--- src/rtl/fpcc_pkg.sv ---
package fpcc_pkg;

    localparam int SIZE_LOG2 = 20;
    localparam int ADDR_W    = SIZE_LOG2;
    localparam int BUS_ADDR_W = 24;
    localparam int CFG_IDX_W = 8;
    localparam int CFG_DATA_W = 8;

    localparam logic [ADDR_W-1:0] PAGE_BASE_MASK = ~ADDR_W'(20'h0FFFF);

    typedef enum logic [1:0] {
        KIND_READ  = 2'd0,
        KIND_WRITE = 2'd1,
        KIND_LOAD  = 2'd2
    } kind_t;

    localparam logic [7:0] MODE_STATUS     = 8'h70;
    localparam logic [7:0] MODE_EXT_STATUS = 8'h71;
    localparam logic [7:0] MODE_IDENT      = 8'h75;
    localparam logic [7:0] MODE_PROG_A     = 8'h10;
    localparam logic [7:0] MODE_PROG_B     = 8'h40;
    localparam logic [7:0] MODE_PAGE_ERASE = 8'h20;
    localparam logic [7:0] MODE_CHIP_ERASE = 8'hA7;

    localparam logic [7:0] STATUS_READY = 8'h80;
    localparam logic [7:0] EXT_STATUS_4 = 8'h87;
    localparam logic [7:0] ID_MAKER     = 8'h4D;
    localparam logic [7:0] ID_DEVICE    = 8'h50;
    localparam logic [7:0] ID_BYTE4     = 8'h04;
    localparam logic [7:0] ERASED_BYTE  = 8'hFF;
    localparam logic [3:0] SIZE_CODE    = 4'(SIZE_LOG2 - 10);
    localparam logic [3:0] PACK_NO_CHIP_ERASE = 4'd3;

    localparam logic [CFG_IDX_W-1:0] REG_QUERYABLE = CFG_IDX_W'(0);
    localparam logic [CFG_IDX_W-1:0] REG_FLASHABLE = CFG_IDX_W'(1);
    localparam logic [CFG_IDX_W-1:0] REG_PACK_TYPE = CFG_IDX_W'(2);
    localparam logic [CFG_IDX_W-1:0] REG_FILLER    = CFG_IDX_W'(3);

    typedef enum logic [2:0] {
        ACT_NONE       = 3'd0,
        ACT_READ       = 3'd1,
        ACT_LOAD       = 3'd2,
        ACT_PROGRAM    = 3'd3,
        ACT_PAGE_ERASE = 3'd4,
        ACT_CHIP_ERASE = 3'd5,
        ACT_LATCH      = 3'd6
    } action_t;

    typedef struct packed {
        logic capture;
        logic mem_read;
        logic load_write;
        logic prog_write;
        logic sweep_init;
        logic sweep_write;
        logic latch_mode;
        logic set_status;
        logic load_out;
    } ctrl_cmd_t;

    typedef struct packed {
        action_t action;
        logic    sweep_last;
        logic    out_free;
    } ctrl_sts_t;

endpackage

--- src/rtl/fpcc_ctrl.sv ---
module fpcc_ctrl (
    input  logic                clk,
    input  logic                rst_n,
    input  logic                item_valid,
    output logic                item_ready,
    input  fpcc_pkg::ctrl_sts_t sts,
    output fpcc_pkg::ctrl_cmd_t cmd
);
    import fpcc_pkg::*;

    typedef enum logic [4:0] {
        ST_IDLE   = 5'b00001,
        ST_DECODE = 5'b00010,
        ST_READ   = 5'b00100,
        ST_PROG   = 5'b01000,
        ST_ERASE  = 5'b10000
    } state_t;

    state_t state_reg;
    state_t state_next;

    assign item_ready = (state_reg == ST_IDLE);

    always_comb
    begin
        state_next = state_reg;
        cmd = '0;
        unique case (state_reg)
            ST_IDLE:
            begin
                if (item_valid)
                begin
                    cmd.capture = 1'b1;
                    state_next = ST_DECODE;
                end
            end
            ST_DECODE:
            begin
                unique case (sts.action)
                    ACT_READ:
                    begin
                        cmd.mem_read = 1'b1;
                        state_next = ST_READ;
                    end
                    ACT_PROGRAM:
                    begin
                        cmd.mem_read = 1'b1;
                        state_next = ST_PROG;
                    end
                    ACT_LOAD:
                    begin
                        cmd.load_write = 1'b1;
                        state_next = ST_IDLE;
                    end
                    ACT_PAGE_ERASE, ACT_CHIP_ERASE:
                    begin
                        cmd.sweep_init = 1'b1;
                        state_next = ST_ERASE;
                    end
                    ACT_LATCH:
                    begin
                        cmd.latch_mode = 1'b1;
                        state_next = ST_IDLE;
                    end
                    default:
                    begin
                        state_next = ST_IDLE;
                    end
                endcase
            end
            ST_READ:
            begin
                // hold the fetched byte until the result slot frees up
                if (sts.out_free)
                begin
                    cmd.load_out = 1'b1;
                    state_next = ST_IDLE;
                end
            end
            ST_PROG:
            begin
                cmd.prog_write = 1'b1;
                cmd.set_status = 1'b1;
                state_next = ST_IDLE;
            end
            ST_ERASE:
            begin
                cmd.sweep_write = 1'b1;
                if (sts.sweep_last)
                begin
                    cmd.set_status = 1'b1;
                    state_next = ST_IDLE;
                end
            end
            default:
            begin
                state_next = ST_IDLE;
            end
        endcase
    end

    always_ff @(posedge clk or negedge rst_n)
    begin
        if (!rst_n)
        begin
            state_reg <= ST_IDLE;
        end
        else
        begin
            state_reg <= state_next;
        end
    end

    a_load_out_free: assert property (@(posedge clk) disable iff (!rst_n)
        cmd.load_out |-> sts.out_free)
        else $error("result slot overwritten");

    a_prog_after_read: assert property (@(posedge clk) disable iff (!rst_n)
        cmd.prog_write |-> $past(cmd.mem_read))
        else $error("program write without prior array read");

    a_sweep_ends: assert property (@(posedge clk) disable iff (!rst_n)
        (cmd.sweep_write && sts.sweep_last) |=> (state_reg == ST_IDLE))
        else $error("erase sweep did not finish");

endmodule

--- config.mk ---
export PLATFORM = sky130hd
export DESIGN_NAME = fpcc_ctrl
export DESIGN_NICKNAME = d
export VERILOG_FILES = /design/src/rtl/fpcc_pkg.sv /design/src/rtl/fpcc_ctrl.sv
export SDC_FILE = /design/constraint.sdc
export NUM_CORES = 1
export LEC_CHECK = 0
export BUFFER_PORTS_ARGS = -buffer_cell sky130_fd_sc_hd__clkbuf_2
export CORE_AREA = 2 2 39 41
export CTS_CLUSTER_SIZE = 25
export DETAILED_ROUTE_END_ITERATION = 12
export DIE_AREA = 0 0 41 43
export GPL_TIMING_DRIVEN = 0
export SLEW_MARGIN = 20
export SYNTH_ARGS = -nofsm -noshare
export SYNTH_HDL_FRONTEND = slang
export SYNTH_SLANG_ARGS = --single-unit
export TNS_END_PERCENT = 20
--- constraint.sdc ---
create_clock -name clk -period 4.2 [get_ports clk]
set_input_delay 0.21 -clock clk [delete_from_list [all_inputs] [get_ports clk]]
set_output_delay 0.21 -clock clk [all_outputs]
set_load 0.005 [all_outputs]
==> results.md, run 1 <==
- Post-synth top cells: nor2_1, dfrtp_1, inv_1
- Top cells by area, synth: dfrtp_1, dfstp_2, nor2_1
- Hold Vio Cnt, Final: 0
- Flop pwr share: 0.334
- Sw frac: 0.363
- Area Overhead vs Synth: 39.4%
- Routed WL: roughly 820 um
- Most common flop cell mapped by yosys: dfrtp_1
- Critical path startpoint: state_reg[2]$_DFFE_PN0P_
- Worst setup SP type: register
- IO Port Bufs: 17
- Sink Count: 5
- R2R Setup Slk: 2.60 ns
- Crit share post-route: 0.476
- PnR Total Power: 0.000221 W
- Antenna Violating Nets Remaining: 0
- M1 GR Usage: 0.150
- Die Width: between 40 and 50 um
- Met2 Use GR: 0.156
- Post-layout min period: between 2 and 2.5 ns
- CP required: 3.99 ns
- Die H: about 43 um
- Fin. max-slew vios: 0
- Power share of the clock group: 0.259
- Drt via density: about 4.8
- End point of the critical path: cmd[4]
- Area of the die: 0.00176 mm2
- Mux contribution to synthesized area: 0
- Final setup TNS: 0 ns
- Worst-path clk slew: ~0.05 ns
- Fin Hold WS: 0.131 ns
- Cell Pwr Density: 441 mW/mm2
- Initial antenna violation count: 0
- Register area share after synthesis: 0.352
- Post-synth EDFFs: 0
- RePlAce Congestion: 0.805
- Met3 usage: 0.0157
- Core area: 0.00138 mm2
- Compound-cell area share of the yosys netlist: 0.146
- DP HPWL: 656 um
- # rows: 14
- Worst reg2reg path depth: 4
- Max Freq: 500 MHz
- Layout net count: 71
- H-Tree Depth: 1
- Worst Tran Pin Value: between 0.4 and 0.5 ns
- N_diodes: 0
- Final setup viols: 0
- Max reg flops: 5
- Net Switching: roughly 0.000080 W
- Root buf cell: clkbuf_4
- Via count: around 370
- Critical path class: register to output port
- Detailed router's first-iteration violation count: 4
- Post-synthesis simple-gate area fraction: 0.446
- GRT Total Usage: 0.118
- Worst hold path class: input port to register
- Max Buffers Root-to-Sink: 2
- Worst VDD drop: 144 uV
- Syn Nets: 48
- Starting density of the core: 0.259
- Avg WL per Cell: 10.5 um
- Syn. warnings: 0
- Synth Register Bits: 5
- Largest family of logic cells by synthesized area: simple AND/OR/NAND/NOR gates
- Post-CTS Setup Bufs: 0
- Worst-skew pair later-pin latency: 0.24 ns
- CTS tree: built
- GRT Residual Overflow: 0
- CP max FO: 6
- RR Startpoint: state_reg[2]$_DFFE_PN0P_
- Pleak: roughly 0.27 nW
- MaxCap Viol Count: 0
- Hold_sp: item_valid
- Most Crowded Layer GR: met2
- Data arrival, critical path: 1.79 ns
- XOR/XNOR Fraction of Synth Area: 0
- Pre-antenna DRT Iters: 3
- Avg Inst Size Synth: 8.98 um2
- Post-Synth Adder-Cell Area: 0
- Logic pwr share: 0.407
- Area leader, netlist: dfrtp_1
- First-pass GRT wire length: 1360 um
- Unrepaired setup endpoints after global routing: false
- Pin count of the biggest net entering global routing: 7
- Crit. End Element: output port
- Share of cells above drive strength 1: 0.403
- Post-synth ARST share: 1.00
- Cell internal pwr: 0.000141 W
- Worst Skew: 0.00218 ns
- IO Pins: 18
- Synth top area share: 0.279
- Worst reg2reg path endpoint: state_reg[0]$_DFFE_PN1P_
- Slew headroom: 0.717
- Cells after Synth: 40
- Post-Synthesis Cell Area: 359 um2
- Top-count cell post-synth: nor2_1
- CTS buffer count: 3
- Drt drc: 0
- Unique cell type count in the Yosys netlist: 24
- Outcome: completed
- Vias in the first global route: 316
-- routing by layer --
layer	wire length, um	vias to the layer above
met4	0	0
met3	41	0
li1	-	185
met1	377	179
met2	398	9
met5	0	-
-- power by group through the flow --
stage | clock network (W) | logic (W) | registers (W)
final | 0.0000572 | 0.0000899 | 0.0000737
after global routing | 0.0000641 | 0.000102 | 0.0000757
after floorplan | 0 | 0.0000629 | 0.0000708
after detailed placement | 0 | 0.0000900 | 0.0000747
after global placement | 0 | 0.0000896 | 0.0000743
after CTS | 0.0000594 | 0.0000915 | 0.0000737
-- kinds of logic (layout without fill, tap and decap cells) --
kind of cell	count (synthesis)	count (layout)
AND/OR/NAND/NOR	24	24
flip-flops	5	5
AO/OA/AOI/OAI	6	6
buffers and inverters	5	27
-- placed cells by master (no fill, tap or decap), drive strengths merged, types with 2 or more instances in the layout --
cell,synthesis,layout
or3,2,2
nand2b,2,2
nor2,7,7
inv,4,4
nor4b,2,2
clkbuf,0,21
nor3b,2,2
dfrtp,4,4
and2,3,3
-- how the worst min path moves through the flow --
stage	end	depth (start not counted)
after floorplan	state_reg[1]$_DFFE_PN0P_	0
after global placement	state_reg[3]$_DFFE_PN0P_	1
after detailed placement	state_reg[3]$_DFFE_PN0P_	1
after CTS	state_reg[0]$_DFFE_PN1P_	2
after global routing	state_reg[0]$_DFFE_PN1P_	2
final	state_reg[0]$_DFFE_PN1P_	2
-- critical path, stage by stage, from the launching register on --
cell and delay (ns):
dfrtp_1 0.42, or3_1 0.36, buf_2 0.17, or3_4 0.39, nor2_1 0.09, clkbuf_2 0.12
-- cell type report --
type	instances	area (um2)
fillers	149	883
inverters	4	15.0
well taps	16	20.0
multi-input cells	30	213
flip-flops and latches	5	126
clock buffers	4	26.3
plain buffers	1	5.00
repair buffers	18	95.1
-- through the flow --
step,setup slack [ns],cell area [um2],instances,utilization
6_report,2.20,500,78,0.362
3_3_place_gp,2.48,464,73,0.335
5_1_grt,2.09,500,78,0.362
4_1_cts,2.20,500,78,0.362
2_1_floorplan,2.62,359,40,-
3_5_place_dp,2.48,464,73,0.335
-- repair_timing --
item,CTS,global route
gates resized for setup,0,0
hold endpoints to repair,5,0
endpoints found under the setup margin,0,0
hold buffers,1,0
Power figures use the tool's default switching activity.
==> inputs of run 2 (changes only) <==
- clock period: 4.2 -> 1.7 ns (I/O delays scaled with it)
==> run 2 against run 1 <==
Core utilization rose by 3.1 points. Critical path type unchanged. Worst setup slack lost 2.3 ns. Clock power up 150%. Die area did not move. Non-clock buffer count up 3. Via count grew 2.9%. Final cell count up 3.8%. Sequential share of layout area fell by 2.0 points. Clock skew shrank 0.00075 ns. Worst hold slack got worse by 0.12 ns. Critical endpoint is now cmd[2]. Critical path depth shrank 1. Wire length increased by 7.2%. The run now ends with setup timing left.
==> results.md, run 2 (same netlist as run 1, synthesis figures left out) <==
- Outcome: finished with violations
- Failing checks: setup timing
- First-pass GRT wire length: 1410 um (+3.5%)
- Worst setup SP type: register
- Data arrival, critical path: 1.70 ns (-0.09 ns)
- Hold Vio Cnt, Final: 0 (unchanged)
- Final setup TNS: -0.201 ns (-0.201 ns)
- Critical path class: register to output port
- CP required: 1.62 ns (-2.37 ns)
- Antenna Violating Nets Remaining: 0 (unchanged)
- Initial antenna violation count: 0 (unchanged)
- Slew headroom: 0.721 (+0.00443)
- Logic pwr share: 0.435 (+0.028)
- Detailed router's first-iteration violation count: 3 (-1)
- CP max-delay cell: or3_4
- Avg WL per Cell: 10.8 um (+3.3%)
- Crit. End Element: output port
- Final setup margin: -0.0862 ns (-2.29 ns)
- Most frequent cells in the layout: clkbuf_2, nor2_1, inv_1, buf_4, dfrtp_1
- Area of the die: 0.00176 mm2 (unchanged)
- MaxCap Viol Count: 0 (unchanged)
- DP HPWL: 656 um (unchanged)
- Drt drc: 0 (unchanged)
- Area Overhead vs Synth: 51.2%
- # rows: 14 (unchanged)
- Hold depth: 2 (unchanged)
- Flop pwr share: 0.319 (-0.015)
- CP most frequent cell: or3_4
- Share of cells above drive strength 1: 0.477 (+0.0737)
- Die H: 43 um (unchanged)
- IO Port Bufs: 17 (unchanged)
- Worst Skew: 0.00143 ns (-0.000752 ns)
- Drt via density: 4.74 (-0.86%)
- Unrepaired setup endpoints after global routing: true
- Via count: 384 (+2.9%)
- GRT Residual Overflow: 0 (unchanged)
- Cell internal pwr: 0.000367 W (+160%)
- IO Pins: 18 (unchanged)
- DP Area: 464 um2 (unchanged)
- Power share of the clock group: 0.246 (-0.013)
- Core area: 0.00138 mm2 (unchanged)
- Starting density of the core: 0.259 (unchanged)
- GRT Total Usage: 0.122 (+0.00403)
- Routed WL: 876 um (+7.2%)
- Crit-path max cell delay: 0.43 ns (about the same)
- CTS tree: built
- Pre-antenna DRT Iters: 3 (unchanged)
- H-Tree Depth: 1 (unchanged)
- Worst hold path class: input port to register
- Worst Tran Pin Value: 0.408 ns (-0.00648 ns)
- N_diodes: 0 (unchanged)
- Commonest non-fill, non-tap cell in the layout: clkbuf_2
- Max Freq: roughly 560 MHz
- Final std cell area, no fill: 543 um2 (+8.5%)
- Final setup viols: 3 (+3)
- Worst-path clk slew: 0.05 ns (about the same)
- Fin. max-slew vios: 0 (unchanged)
- RePlAce Congestion: 0.805 (unchanged)
- CTS buffer count: 3 (unchanged)
- Sw frac: 0.362 (-0.00103)
- Layout net count: 74 (+4.2%)
- Max reg flops: 5 (unchanged)
- Net Switching: 0.000209 W (+160%)
- Post-layout min period: approximately 1.8 ns
- # placed instances: 73 (unchanged)
- Pin count of the biggest net entering global routing: 7 (unchanged)
- Fin cells: 81 (+3.8%)
- Root buf cell: clkbuf_4
- Worst reg2reg path depth: 3 (-1)
- Worst-skew pair later-pin latency: 0.24 ns (about the same)
- Die Width: 41 um (unchanged)
- Sink Count: 5 (unchanged)
- Worst VDD drop: 361 uV (+150%)
- Max Buffers Root-to-Sink: 2 (unchanged)
- Crit-path cells: or3_4 -> or3_4 -> nor2_1 -> buf_2
- Pleak: 0.286 nW (+7.8%)
- Fin Hold WS: 0.00602 ns (-0.125 ns)
- CP max FO: 6 (unchanged)
- Cell Pwr Density: 1060 mW/mm2 (+140%)
- Crit share post-route: 1.05
- Vias in the first global route: 335 (+6.0%)
run 2: power by group through the flow:
stage	combinational (W)	clock (W)	sequential, W
finish	0.000250	0.000142	0.000184
global route	0.000281	0.000158	0.000188
CTS	0.000246	0.000147	0.000181
detailed placement	0.000222	0	0.000185
global placement	0.000221	0	0.000183
floorplan	0.000155	0	0.000175
run 2: path summary, 6_finish.rpt:
kind	slack, ns	to	start
min	0.006	state_reg[0]$_DFFE_PN1P_	item_valid
max in group asynchronous	1.29	state_reg[0]$_DFFE_PN1P_	rst_n
min reg2reg	0.58	state_reg[0]$_DFFE_PN1P_	state_reg[0]$_DFFE_PN1P_
max	-0.09	cmd[2]	state_reg[2]$_DFFE_PN0P_
max reg2reg	0.23	state_reg[4]$_DFFE_PN0P_	state_reg[2]$_DFFE_PN0P_
min in group asynchronous	0.19	state_reg[1]$_DFFE_PN0P_	rst_n
run 2: timing repair:
action                                  CTS  global route
resized for setup                         2             5
endpoints found under the setup margin    5             6
buffers inserted                          2             2
pin swaps                                 0             3
hold buffers                              1             0
hold endpoints to repair                  5             0
run 2: area by class of cell:
cell class,instances,area (um2)
fill,147,841
multi-input combinational,30,230
sequential,5,126
timing repair buffer,22,125
clock buffer,4,26.3
tap,16,20.0
inverter,4,15.0
run 2: per-layer routing:
metal,GRT usage,part of all wire,vias up
met3,0.0157,0.047,0
met2,0.169,0.50,9
met1,0.150,0.45,184
li1,-,-,191
met4,0.120,0,0
met5,0,0,-
run 2: stage by stage:
stage	setup slack (ns)	total power, W	util
after floorplan	0.246	0.000330	-
after global placement	0.108	0.000405	0.335
after detailed placement	0.107	0.000407	0.335
after CTS	-0.119	0.000574	0.377
after global routing	-0.131	0.000627	0.392
final	-0.0862	0.000576	0.392
run 2: critical path, delay by kind of cell, from the launching register on:
family | cells | cell delay, ns
buffers and inverters | 1 | 0.11
DFF | 1 | 0.38
and+or+nand+nor | 3 | 0.96
